<file path="config.mk">
export PLATFORM = sky130hd
export DESIGN_NAME = touch_event_qualifier
export DESIGN_NICKNAME = d
export VERILOG_FILES = /design/src/rtl/teq_pkg.sv /design/src/rtl/touch_event_qualifier.sv /design/src/rtl/teq_fsm.sv
export SDC_FILE = /design/constraint.sdc
export NUM_CORES = 1
export LEC_CHECK = 0
export CAP_MARGIN = 0
export CORE_ASPECT_RATIO = 1.1
export CORE_UTILIZATION = 63
export CTS_CLUSTER_SIZE = 10
export DETAILED_ROUTE_END_ITERATION = 7
export DONT_BUFFER_PORTS = 1
export PLACE_DENSITY = 0.79
export SLEW_MARGIN = 20
export SYNTH_ARGS = -nofsm -noshare
export SYNTH_HDL_FRONTEND = slang
export SYNTH_SLANG_ARGS = --single-unit
export TNS_END_PERCENT = 5
</file>
<file path="constraint.sdc">
create_clock -name clk -period 5.15 [get_ports clk]
set_input_delay 0 -clock clk [delete_from_list [all_inputs] [get_ports clk]]
set_output_delay 0 -clock clk [all_outputs]
set_load 0.05 [all_outputs]
</file>
<file path="src/rtl/teq_pkg.sv">
// Package for the touch event qualifier: report kinds, actions, event codes
// and the report struct passed from the qualifier state machine to the top level.
// No dependencies.
package teq_pkg;

  localparam logic [2:0] EV_NOTHING = 3'd0;
  localparam logic [2:0] EV_CLICK   = 3'd1;
  localparam logic [2:0] EV_HOLD    = 3'd2;
  localparam logic [2:0] EV_RELEASE = 3'd3;

  typedef enum logic [1:0] {
    KIND_NONE    = 2'd0,
    KIND_PRESS   = 2'd1,
    KIND_HOLD    = 2'd2,
    KIND_RELEASE = 2'd3
  } kind_t;

  typedef enum logic [1:0] {
    ACT_PRESS   = 2'd0,
    ACT_RELEASE = 2'd1,
    ACT_HOLDING = 2'd2
  } action_t;

  typedef enum logic [2:0] {
    PT_ZERO  = 3'd0,
    PT_CUR   = 3'd1,
    PT_LEAVE = 3'd2,
    PT_KEEP  = 3'd3,
    PT_SAVED = 3'd4
  } pt_sel_t;

  typedef struct packed {
    kind_t   kind;
    pt_sel_t pt_sel;
  } report_t;

endpackage

</file>
<file path="src/rtl/touch_event_qualifier.sv">
// Top level of the touch event qualifier: input handshake, pending point and
// button state, and the registered result stage. Depends on teq_pkg and teq_fsm.
//
//   channel   direction  tdata                                  tuser
//   s_axis    in         cur_x, cur_y, leave_x, leave_y          raw_event
//   m_axis    out        press_x, press_y, release_x, release_y  action
//
// One sample per cycle while m_axis does not stall; a result, if any, appears in the cycle after its sample.
// The qualifier state and the point registers update in the accept cycle.
// The result register holds one transfer; input is taken while it is empty
// or being emptied, so a stall on m_axis stops s_axis in the same cycle.
// Reset clears the state machine, the button flag and all latched points.
module touch_event_qualifier #(
  parameter int COORD_BITS = 16
) (
  input  logic                                        clk,
  input  logic                                        rst,
  input  logic                                        s_tvalid,
  output logic                                        s_tready,
  // cur_x, cur_y, leave_x, leave_y
  input  logic [((4*COORD_BITS+7)/8)*8-1:0]          s_tdata,
  // raw_event
  input  logic [2:0]                                  s_tuser,
  output logic                                        m_tvalid,
  input  logic                                        m_tready,
  // press_x, press_y, release_x, release_y
  output logic [((4*COORD_BITS+7)/8)*8-1:0]          m_tdata,
  // action
  output logic [1:0]                                  m_tuser
);

  localparam int CB     = COORD_BITS;
  localparam int DATA_W = ((4*COORD_BITS+7)/8)*8;

  logic             in_acc;
  teq_pkg::report_t rep;

  logic [CB-1:0] cur_x, cur_y, leave_x, leave_y;
  logic [CB-1:0] pending_x, pending_y, pending_x_next, pending_y_next;
  logic [CB-1:0] saved_press_x, saved_press_y;
  logic [CB-1:0] saved_press_x_next, saved_press_y_next;
  logic [CB-1:0] press_point_x, press_point_y, press_point_x_next, press_point_y_next;
  logic [CB-1:0] release_point_x, release_point_y;
  logic [CB-1:0] release_point_x_next, release_point_y_next;
  logic          button_down, button_down_next;
  logic          emit;
  teq_pkg::action_t act;

  assign s_tready = !m_tvalid || m_tready;
  assign in_acc   = s_tvalid && s_tready;

  assign cur_x   = s_tdata[CB-1:0];
  assign cur_y   = s_tdata[2*CB-1:CB];
  assign leave_x = s_tdata[3*CB-1:2*CB];
  assign leave_y = s_tdata[4*CB-1:3*CB];

  teq_fsm u_fsm (
    .clk       (clk),
    .rst       (rst),
    .advance   (in_acc),
    .raw_event (s_tuser),
    .rep       (rep)
  );

  always_comb begin
    pending_x_next     = pending_x;
    pending_y_next     = pending_y;
    saved_press_x_next = saved_press_x;
    saved_press_y_next = saved_press_y;
    case (rep.pt_sel)
      teq_pkg::PT_CUR: begin
        pending_x_next = cur_x;
        pending_y_next = cur_y;
      end
      teq_pkg::PT_LEAVE: begin
        pending_x_next = leave_x;
        pending_y_next = leave_y;
      end
      teq_pkg::PT_KEEP: ;
      teq_pkg::PT_SAVED: begin
        pending_x_next     = saved_press_x;
        pending_y_next     = saved_press_y;
        saved_press_x_next = '0;
        saved_press_y_next = '0;
      end
      default: begin
        pending_x_next = '0;
        pending_y_next = '0;
      end
    endcase
    if (rep.kind == teq_pkg::KIND_PRESS) begin
      saved_press_x_next = cur_x;
      saved_press_y_next = cur_y;
    end
  end

  always_comb begin
    press_point_x_next   = press_point_x;
    press_point_y_next   = press_point_y;
    release_point_x_next = release_point_x;
    release_point_y_next = release_point_y;
    button_down_next     = button_down;
    emit                 = 1'b0;
    act                  = teq_pkg::ACT_HOLDING;
    case (rep.kind)
      teq_pkg::KIND_PRESS: begin
        if (!button_down) begin
          press_point_x_next = pending_x_next;
          press_point_y_next = pending_y_next;
          button_down_next   = 1'b1;
          emit               = 1'b1;
          act                = teq_pkg::ACT_PRESS;
        end
      end
      teq_pkg::KIND_RELEASE: begin
        if (button_down) begin
          release_point_x_next = pending_x_next;
          release_point_y_next = pending_y_next;
          button_down_next     = 1'b0;
          emit                 = 1'b1;
          act                  = teq_pkg::ACT_RELEASE;
        end
      end
      teq_pkg::KIND_HOLD: begin
        release_point_x_next = pending_x_next;
        release_point_y_next = pending_y_next;
        emit                 = 1'b1;
        act                  = teq_pkg::ACT_HOLDING;
      end
      default: ;
    endcase
  end

  always_ff @(posedge clk) begin
    if (rst) begin
      pending_x       <= '0;
      pending_y       <= '0;
      saved_press_x   <= '0;
      saved_press_y   <= '0;
      press_point_x   <= '0;
      press_point_y   <= '0;
      release_point_x <= '0;
      release_point_y <= '0;
      button_down     <= 1'b0;
      m_tvalid        <= 1'b0;
    end else begin
      if (in_acc) begin
        pending_x       <= pending_x_next;
        pending_y       <= pending_y_next;
        saved_press_x   <= saved_press_x_next;
        saved_press_y   <= saved_press_y_next;
        press_point_x   <= press_point_x_next;
        press_point_y   <= press_point_y_next;
        release_point_x <= release_point_x_next;
        release_point_y <= release_point_y_next;
        button_down     <= button_down_next;
        m_tvalid        <= emit;
      end else if (m_tready) begin
        m_tvalid <= 1'b0;
      end
    end
  end

  always_ff @(posedge clk) begin
    if (in_acc && emit) begin
      m_tuser <= act;
      m_tdata <= DATA_W'({release_point_y_next, release_point_x_next,
                          press_point_y_next, press_point_x_next});
    end
  end

  a_press_sets_down: assert property (@(posedge clk) disable iff (rst)
    m_tvalid && (m_tuser == teq_pkg::ACT_PRESS) |-> button_down)
    else $error("press result while button is up");

  a_release_clears_down: assert property (@(posedge clk) disable iff (rst)
    m_tvalid && (m_tuser == teq_pkg::ACT_RELEASE) |-> !button_down)
    else $error("release result while button is down");

  a_release_clears_saved: assert property (@(posedge clk) disable iff (rst)
    m_tvalid && (m_tuser == teq_pkg::ACT_RELEASE) |->
      (saved_press_x == '0) && (saved_press_y == '0))
    else $error("saved press point not cleared after release");

  a_press_while_down_silent: assert property (@(posedge clk) disable iff (rst)
    in_acc && (rep.kind == teq_pkg::KIND_PRESS) && button_down |=> !m_tvalid)
    else $error("press emitted while button already down");

endmodule

</file>
<file path="src/rtl/teq_fsm.sv">
// Eight-state touch qualifier: confirms presses and releases over three samples
// and forms the pending report for each accepted sample.
// Depends on teq_pkg.
module teq_fsm (
  input  logic             clk,
  input  logic             rst,
  input  logic             advance,
  input  logic [2:0]       raw_event,
  output teq_pkg::report_t rep
);

  typedef enum logic [2:0] {
    ST_IDLE      = 3'd0,
    ST_TRYCLICK1 = 3'd1,
    ST_TRYCLICK2 = 3'd2,
    ST_CLICK     = 3'd3,
    ST_HOLD      = 3'd4,
    ST_TRYREL1   = 3'd5,
    ST_TRYREL2   = 3'd6,
    ST_RELEASE   = 3'd7
  } state_t;

  state_t state;
  state_t state_next;
  logic   take_leave;

  always_comb begin
    state_next = state;
    take_leave = 1'b0;
    case (raw_event)
      teq_pkg::EV_NOTHING: begin
        if (state == ST_IDLE || state == ST_RELEASE) state_next = ST_IDLE;
        else if (state == ST_TRYREL1) state_next = ST_TRYREL2;
        else if (state == ST_TRYREL2) state_next = ST_RELEASE;
      end
      teq_pkg::EV_CLICK: begin
        if (state == ST_IDLE) state_next = ST_TRYCLICK1;
        else if (state == ST_TRYREL1 || state == ST_TRYREL2) state_next = ST_HOLD;
      end
      teq_pkg::EV_HOLD: begin
        if (state == ST_HOLD || state == ST_CLICK) state_next = ST_HOLD;
        else if (state == ST_TRYCLICK1) state_next = ST_TRYCLICK2;
        else if (state == ST_TRYCLICK2) state_next = ST_CLICK;
      end
      teq_pkg::EV_RELEASE: begin
        if (state == ST_HOLD || state == ST_CLICK) begin
          state_next = ST_TRYREL1;
          take_leave = 1'b1;
        end else if (state == ST_TRYCLICK1 || state == ST_TRYCLICK2) begin
          state_next = ST_TRYREL1;
        end
      end
      default: state_next = ST_IDLE;
    endcase
  end

  always_comb begin
    case (state_next)
      ST_CLICK: begin
        rep.kind   = teq_pkg::KIND_PRESS;
        rep.pt_sel = teq_pkg::PT_CUR;
      end
      ST_HOLD: begin
        rep.kind   = teq_pkg::KIND_HOLD;
        rep.pt_sel = teq_pkg::PT_CUR;
      end
      ST_TRYREL1, ST_TRYREL2: begin
        rep.kind   = teq_pkg::KIND_HOLD;
        rep.pt_sel = take_leave ? teq_pkg::PT_LEAVE : teq_pkg::PT_KEEP;
      end
      ST_RELEASE: begin
        rep.kind   = teq_pkg::KIND_RELEASE;
        rep.pt_sel = teq_pkg::PT_SAVED;
      end
      default: begin
        rep.kind   = teq_pkg::KIND_NONE;
        rep.pt_sel = teq_pkg::PT_ZERO;
      end
    endcase
  end

  always_ff @(posedge clk) begin
    if (rst) begin
      state <= ST_IDLE;
    end else if (advance) begin
      state <= state_next;
    end
  end

endmodule
</file>
# --- After elaboration in Yosys (flattened, before gate mapping) ---
# Cells that the tools add are included.
word_totals:
  register_bits: 199
  mem_count: 0
  input_bits: 71
  mem_bits_ro: 0
  latch_bits: 0
  ram_bits: 0
op_classes:
  n_mul: 0
  bitwise_logic: 0
  reduce_logical: 16
  shifts: 0
  muxes: 37
  n_eq_ne: 22
  magnitude_cmp: 0
  n_addsub: 0
  div: 0
op_table:
  columns: ["operator", "n"]
  rows:
  - ["two-way mux 16 bit", 9]
  - ["case mux 16 bit (4 select lines)", 2]
  - ["case mux 16 bit (2 select lines)", 2]
  - ["two-way mux 3 bit", 10]
  - ["equality test 3 bit (second input constant)", 9]
  - ["equality test 3 x 2 -> 1 bit (second input constant)", 7]
  - ["case mux 5 bit (4 select lines)", 1]
  - ["case mux 3 bit (4 select lines)", 1]
  - ["equality test 3 x 1 -> 1 bit (second input constant)", 3]
  - ["two-way mux 1 bit", 7]
  - ["logical NOT 3 bit", 2]
  - ["nonzero test 2 bit", 3]
  - ["logical OR 1 bit", 5]
  - ["equality test 2 bit (second input constant)", 2]
  - ["two-way mux 2 bit", 2]
  - ["case mux 2 bit (2 select lines)", 1]
  - ["AND reduction 2 bit", 2]
  - ["case mux 1 bit (3 select lines)", 1]
  - ["equality test 2 x 1 -> 1 bit (second input constant)", 1]
  - ["logical AND 1 bit", 2]
  - ["case mux 1 bit (2 select lines)", 1]
  - ["OR reduction 2 bit", 1]
  - ["logical NOT 1 bit", 1]

# --- Logic depth before layout (Yosys ltp) ---
logic_depth:
  word_depth: 12
  mapped_depth: 9
  depth_no_buf: 5

# --- By module ---
# From an unflattened synthesis, not the netlist that was laid out.
unflattened:
  cells_unflattened: 867
  area_unflattened_um2: 8341.8
by_module_without_submodules:
  columns: ["mod", "seq_area_each_um2", "cells_each", "area_per_inst_um2", "n_inst"]
  rows:
  - ["touch_event_qualifier", 4584.4, 809, 7932.6, 1]
  - ["teq_fsm", 60.1, 58, 409.1, 1]

# --- Worst setup path before layout ---
# OpenSTA, ideal clock, no wires.
synth_path:
  path_type: "register -> register"
  start: "reg u_fsm.state[0]"
  end: "reg m_tdata[0] (enable)"
  setup_time_ns: 0.491
  required_time_ns: 4.659
  stages_incl_launch_ff: 7
  setup_slack_ns: 0.435
  t_arrival_ns: 4.224
  path_buffers: 2
  path_cell_list: "dfxtp_1 > buf_4 > or3b_4 > a211oi_2 > buf_2 > nor2b_1 > nor2_1"
synth_between:
  elab_chain_cells: 11
  elab_cells_between_ends: 35
synth_lines:
  columns: ["item", "line", "rtl"]
  rows:
  - ["from (decl)", "teq_fsm.sv:23", "state_t state;"]
  - ["from (signal assigned)", "teq_fsm.sv:86", "state <= state_next;"]
  - ["equality test 3 x 2 -> 1 bit, or another cell as far along", "teq_fsm.sv:43, teq_fsm.sv:49", null]
  - ["two-way mux 3 bit, or another cell as far along", "teq_fsm.sv:43", "else if (state == ST_TRYCLICK2) state_next = ST_CLICK;"]
  - ["two-way mux 3 bit (on tied branches) (2 in series)", null, null]
  - ["case mux 3 bit (4 select lines) (*)", "teq_fsm.sv:30", "case (raw_event)"]
  - ["equality test 3 bit", "teq_fsm.sv:58", "case (state_next)"]
  - ["OR reduction 2 bit", "teq_fsm.sv:58", null]
  - ["case mux 5 bit (4 select lines) (*)", "teq_fsm.sv:58", null]
  - ["equality test 2 bit / equality test 2 x 1 -> 1 bit (equally long branches)", "touch_event_qualifier.sv:105", "case (rep.kind)"]
  - ["case mux 1 bit (3 select lines) (*)", "touch_event_qualifier.sv:105", null]
  - ["logical AND 1 bit (*)", "touch_event_qualifier.sv:165", "if (in_acc && emit) begin"]
  - ["to (signal assigned)", "touch_event_qualifier.sv:167", "m_tdata <= DATA_W'({release_point_y_next, release_point_x_next,"]
  - ["to (decl)", "touch_event_qualifier.sv:27", "output logic [((4*COORD_BITS+7)/8)*8-1:0] m_tdata,"]
# Every way passes the cells marked *; elsewhere a longest branch is shown, timed or not.
# A chain may end at the register's enable or synchronous reset.

# --- Final worst setup path ---
layout_path:
  start: "reg u_fsm.state[0]"
  end: "reg press_point_x[11]"
layout_between:
  elab_chain_cells: 12
  elab_cells_between_ends: 41
layout_lines:
  columns: ["item", "line", "rtl"]
  rows:
  - ["equality test 3 x 2 -> 1 bit, or another cell as far along", "teq_fsm.sv:43, teq_fsm.sv:49", null]
  - ["two-way mux 3 bit, or another cell as far along", "teq_fsm.sv:43", null]
  - ["two-way mux 3 bit (on tied branches) (2 in series)", null, null]
  - ["case mux 3 bit (4 select lines)", "teq_fsm.sv:30", null]
  - ["equality test 3 bit", "teq_fsm.sv:58", null]
  - ["OR reduction 2 bit", "teq_fsm.sv:58", null]
  - ["case mux 5 bit (4 select lines) (*)", "teq_fsm.sv:58", null]
  - ["equality test 3 bit, or another cell as far along", "touch_event_qualifier.sv:70", "case (rep.pt_sel)"]
  - ["case mux 16 bit (4 select lines)", "touch_event_qualifier.sv:70", null]
  - ["two-way mux 16 bit", "touch_event_qualifier.sv:107", "if (!button_down) begin"]
  - ["two-way mux 16 bit (*)", "touch_event_qualifier.sv:105", null]
  - ["to (signal assigned)", "touch_event_qualifier.sv:152", "press_point_x <= press_point_x_next;"]
  - ["to (decl)", "touch_event_qualifier.sv:42", "logic [CB-1:0] press_point_x, press_point_y, press_point_x_next, press_point_y_next;"]
# Marked as above.

==> results_dict.tcl <==
set metrics [dict create \
    run_status "complete, no violations" \
    routed_wl_mm 22.9 \
    synthesis.area_per_instance_um2 11.3 \
    synth_area_mm2 0.00874 \
    timing.max_slew.rel_slack_pct 28.6 \
    drive_gt1_share_pct 18.1 \
    worst-path-max-fanout 60 \
    clk_root_buffer_cell "sky130_fd_sc_hd__clkbuf_16" \
    worst_hold_path_type "input pin to flop" \
    wl_per_cell_um 22.3 \
    cts_max_path_buffers 2 \
    drcViolationCount 0 \
    crit_path_top_delay_cell "sky130_fd_sc_hd__dfxtp_1" \
    core_mm2 0.0134 \
    post-dp-hpwl_mm 12.6 \
    insertedDiodeCount 0 \
    portBuffers 0 \
    totalNegativeSetupSlack_ps 0 \
    worstMarginPinSlew_ps 1070 \
    dpl.cell_count 897 \
    die_y_um 126 \
    ys_ff_latch 199 \
    rr_startpoint "u_fsm.state[0]" \
    tritoncts "built" \
    cts_num_sinks 199 \
    initialDrtViolationCount 844 \
    cp-start-kind "flop" \
    critical_path_buf_inv_count 3 \
    synth.yosys.seq_area_share_pct 53.1 \
    globalRouteOverflowTotal 0 \
    clock_power_share_pct 44.3 \
    synth_edf_count 66 \
    holdWs_ps 11.7 \
    synth.distinct_cells 49 \
    total_area_of_multi_input_combinational_cells_mm2 0.00372 \
    hold_start "s_tdata[13]" \
    critical_path.top_delay_family "buffers and inverters" \
    initial_utilization_pct 65.3 \
    postCtsSetupRepairBufs 0 \
    clock_insertion_delay_worst_skew_ps 450 \
    grt_setup_unrepaired "false" \
    num-fill-cells 846 \
    crit_chain "and2b_1 > o21ai_0 > a211oi_4 > buf_4 > a221oi_2 > dlygate4sd3_1 > a211oi_2 > dlygate4sd3_1" \
    final_setup_skew_ps 11.8 \
    most_common_cell_after_layout_fill_and_taps_aside "sky130_fd_sc_hd__dfxtp_1" \
    grt_antenna_before_repair 0 \
    syn2layout_area_growth_pct 17.9 \
    holdPathEnd "press_point_x[13]" \
    worst-endpoint-arrival_ps 4390 \
    setup-violations-final 0 \
    layout.cells.non_filler 1025 \
    finalNetCount 899 \
    cts.hold.buffers_added 96 \
    min_path_cells 2 \
    clk_pin_slew_ps 70 \
    via_count_of_the_first_global_routing_pass 6540 \
    fin_crit_sh_pct 77.6 \
    dpl_cell_area_mm2 0.00871 \
    finalInstanceArea_mm2 0.0103 \
    syn_nets 844 \
    asyncSetResetFlopFracSynth_pct 0 \
    detail_route.first_pass.iterations 5 \
    finalHoldViolations 0 \
    powerDensity_mw_per_mm2 301 \
    place_worst_setup_slack_ps 1900 \
    htree_levels 4 \
    place.gp.congestion 0.827 \
    pwr-share-seq_pct 52.2 \
    post_cts_resized 0 \
    cts-buffers-inserted 17 \
    power.switching_fraction_pct 22.8 \
    vias_per_cell 6.65 \
    die_width_um 114 \
    data_required_time_at_the_worst_endpoint_ps 5540 \
    r2r_setup_slack_ps 1150 \
    count_of_nets_left_with_antenna_violations_after_detail_routing 0 \
    internal-power_mw 2.40 \
    final-seq-area_mm2 0.00464 \
    min_period_ps 4000 \
    postLayoutSetupSlackWorst_ps 1150 \
    critical_path.max_stage_delay_ps 760 \
    grt_pass1_wl_mm 35.9 \
    worst-r2r-cell-count 8 \
    most_numerous_cell_on_the_critical_path "sky130_fd_sc_hd__dlygate4sd3_1" \
    synth_cells 773 \
    finalCoreUtilization_pct 77.0 \
    max-vdd-ir-drop_mv 0.228 \
    layout.cells.most_common_list "sky130_fd_sc_hd__dfxtp_1, sky130_fd_sc_hd__a21oi_1, sky130_fd_sc_hd__dlygate4sd3_1" \
    row_count 44 \
    timing_max_transition_violations_final 0 \
    worst_r2r_endpoint "press_point_x[11]" \
    max_freq_mhz 250 \
    cap_viol_max_count 0 \
    worst_setup_path_end_kind "flop" \
    vias 6812 \
    ys_dominant_reg_cell "sky130_fd_sc_hd__dfxtp_1" \
    grt_max_degree 71 \
    static-leakage-power_nw 3.16 \
    floorplan.io_pins 139 \
    power.combinational.fraction_pct 3.5 \
    gr-usage-all-layers_pct 32.9 \
    total_power_mw 3.11 \
    total_switching_power_mw 0.706 \
    dieArea_mm2 0.0144 \
    worst-setup-path-type "flop to flop" \
    ys_warn_count 0 \
]
-- state kept, by name, summed over array words and instances, names as in the netlist, 16 cells and up --
name,cells
press_point_y,16
saved_press_y,16
release_point_y,16
pending_x,16
saved_press_x,16
release_point_x,16
pending_y,16
m_tdata,64
press_point_x,16
-- cells by family (layout without fill, tap and decap cells) --
kind of cell,Yosys count,in the layout,synth area share [%]
AO/OA/AOI/OAI,354,354,34.4
flip-flops,199,199,53.1
AND/OR/NAND/NOR,136,136,6.86
buffers and inverters,79,147,5.01
multiplexers,3,3,0.358
XOR/XNOR,2,2,0.200
-- power by group through the flow --
stage	clock network (mW)	logic, mW	registers [mW]
3_3_place_gp	0	0.0346	1.66
4_1_cts	1.38	0.105	1.62
2_1_floorplan	0	0.0438	1.66
5_1_grt	1.45	0.115	1.62
3_5_place_dp	0	0.0356	1.66
6_report	1.37	0.110	1.62
-- final cells by class --
cell class / count / area share [%]
clock buffers: 17 / 4.13
clock inverters: 15 / 1.80
inverters: 5 / 0.182
multi-input cells: 495 / 36.1
flip-flops and latches: 199 / 45.1
well taps: 184 / 2.23
repair buffers: 110 / 10.5
-- synth_stat cells, drive strengths merged (2+ instances only) --
cell type,count,area [um^2]
mux2i,2,20.0
nor2,70,263
and2,5,31.3
a221oi,33,470
or3,2,12.5
o2bb2ai,32,280
a21oi,101,505
clkbuf,33,124
or3b,3,28.8
dfxtp,133,2660
xor2,2,17.5
nand2b,3,18.8
nand2,38,143
edfxtp,66,1980
a2111oi,2,42.5
o21ai,38,190
nor2b,6,37.5
o32ai,2,17.5
buf,41,295
inv,5,18.8
nand3,3,15.0
a22o,65,674
nand3b,2,15.0
a31oi,4,25.0
a211oi,69,736
-- worst max path at each step --
| stage | slack [ps] | depth (start not counted) | from | endpoint |
|---|---|---|---|---|
| finish | 1150 | 8 | u_fsm.state[0] | press_point_x[11] |
| global route | 1000 | 8 | u_fsm.state[0] | press_point_x[11] |
| CTS | 1230 | 8 | u_fsm.state[0] | press_point_x[11] |
| detailed placement | 1900 | 6 | u_fsm.state[1] | m_tdata[12] |
| global placement | 2000 | 6 | u_fsm.state[1] | m_tuser[0] |
| floorplan | 440 | 6 | u_fsm.state[0] | m_tdata[0] |
-- per-layer routing --
layer,vias up,GRT usage (%),share of wire (%)
met5,-,0,0
met4,0,12.2,2.5
li1,3088,-,-
met3,58,8.48,8.3
met1,3303,43.8,42
met2,363,51.4,47
No activity file was read; power rests on OpenSTA's default activity.
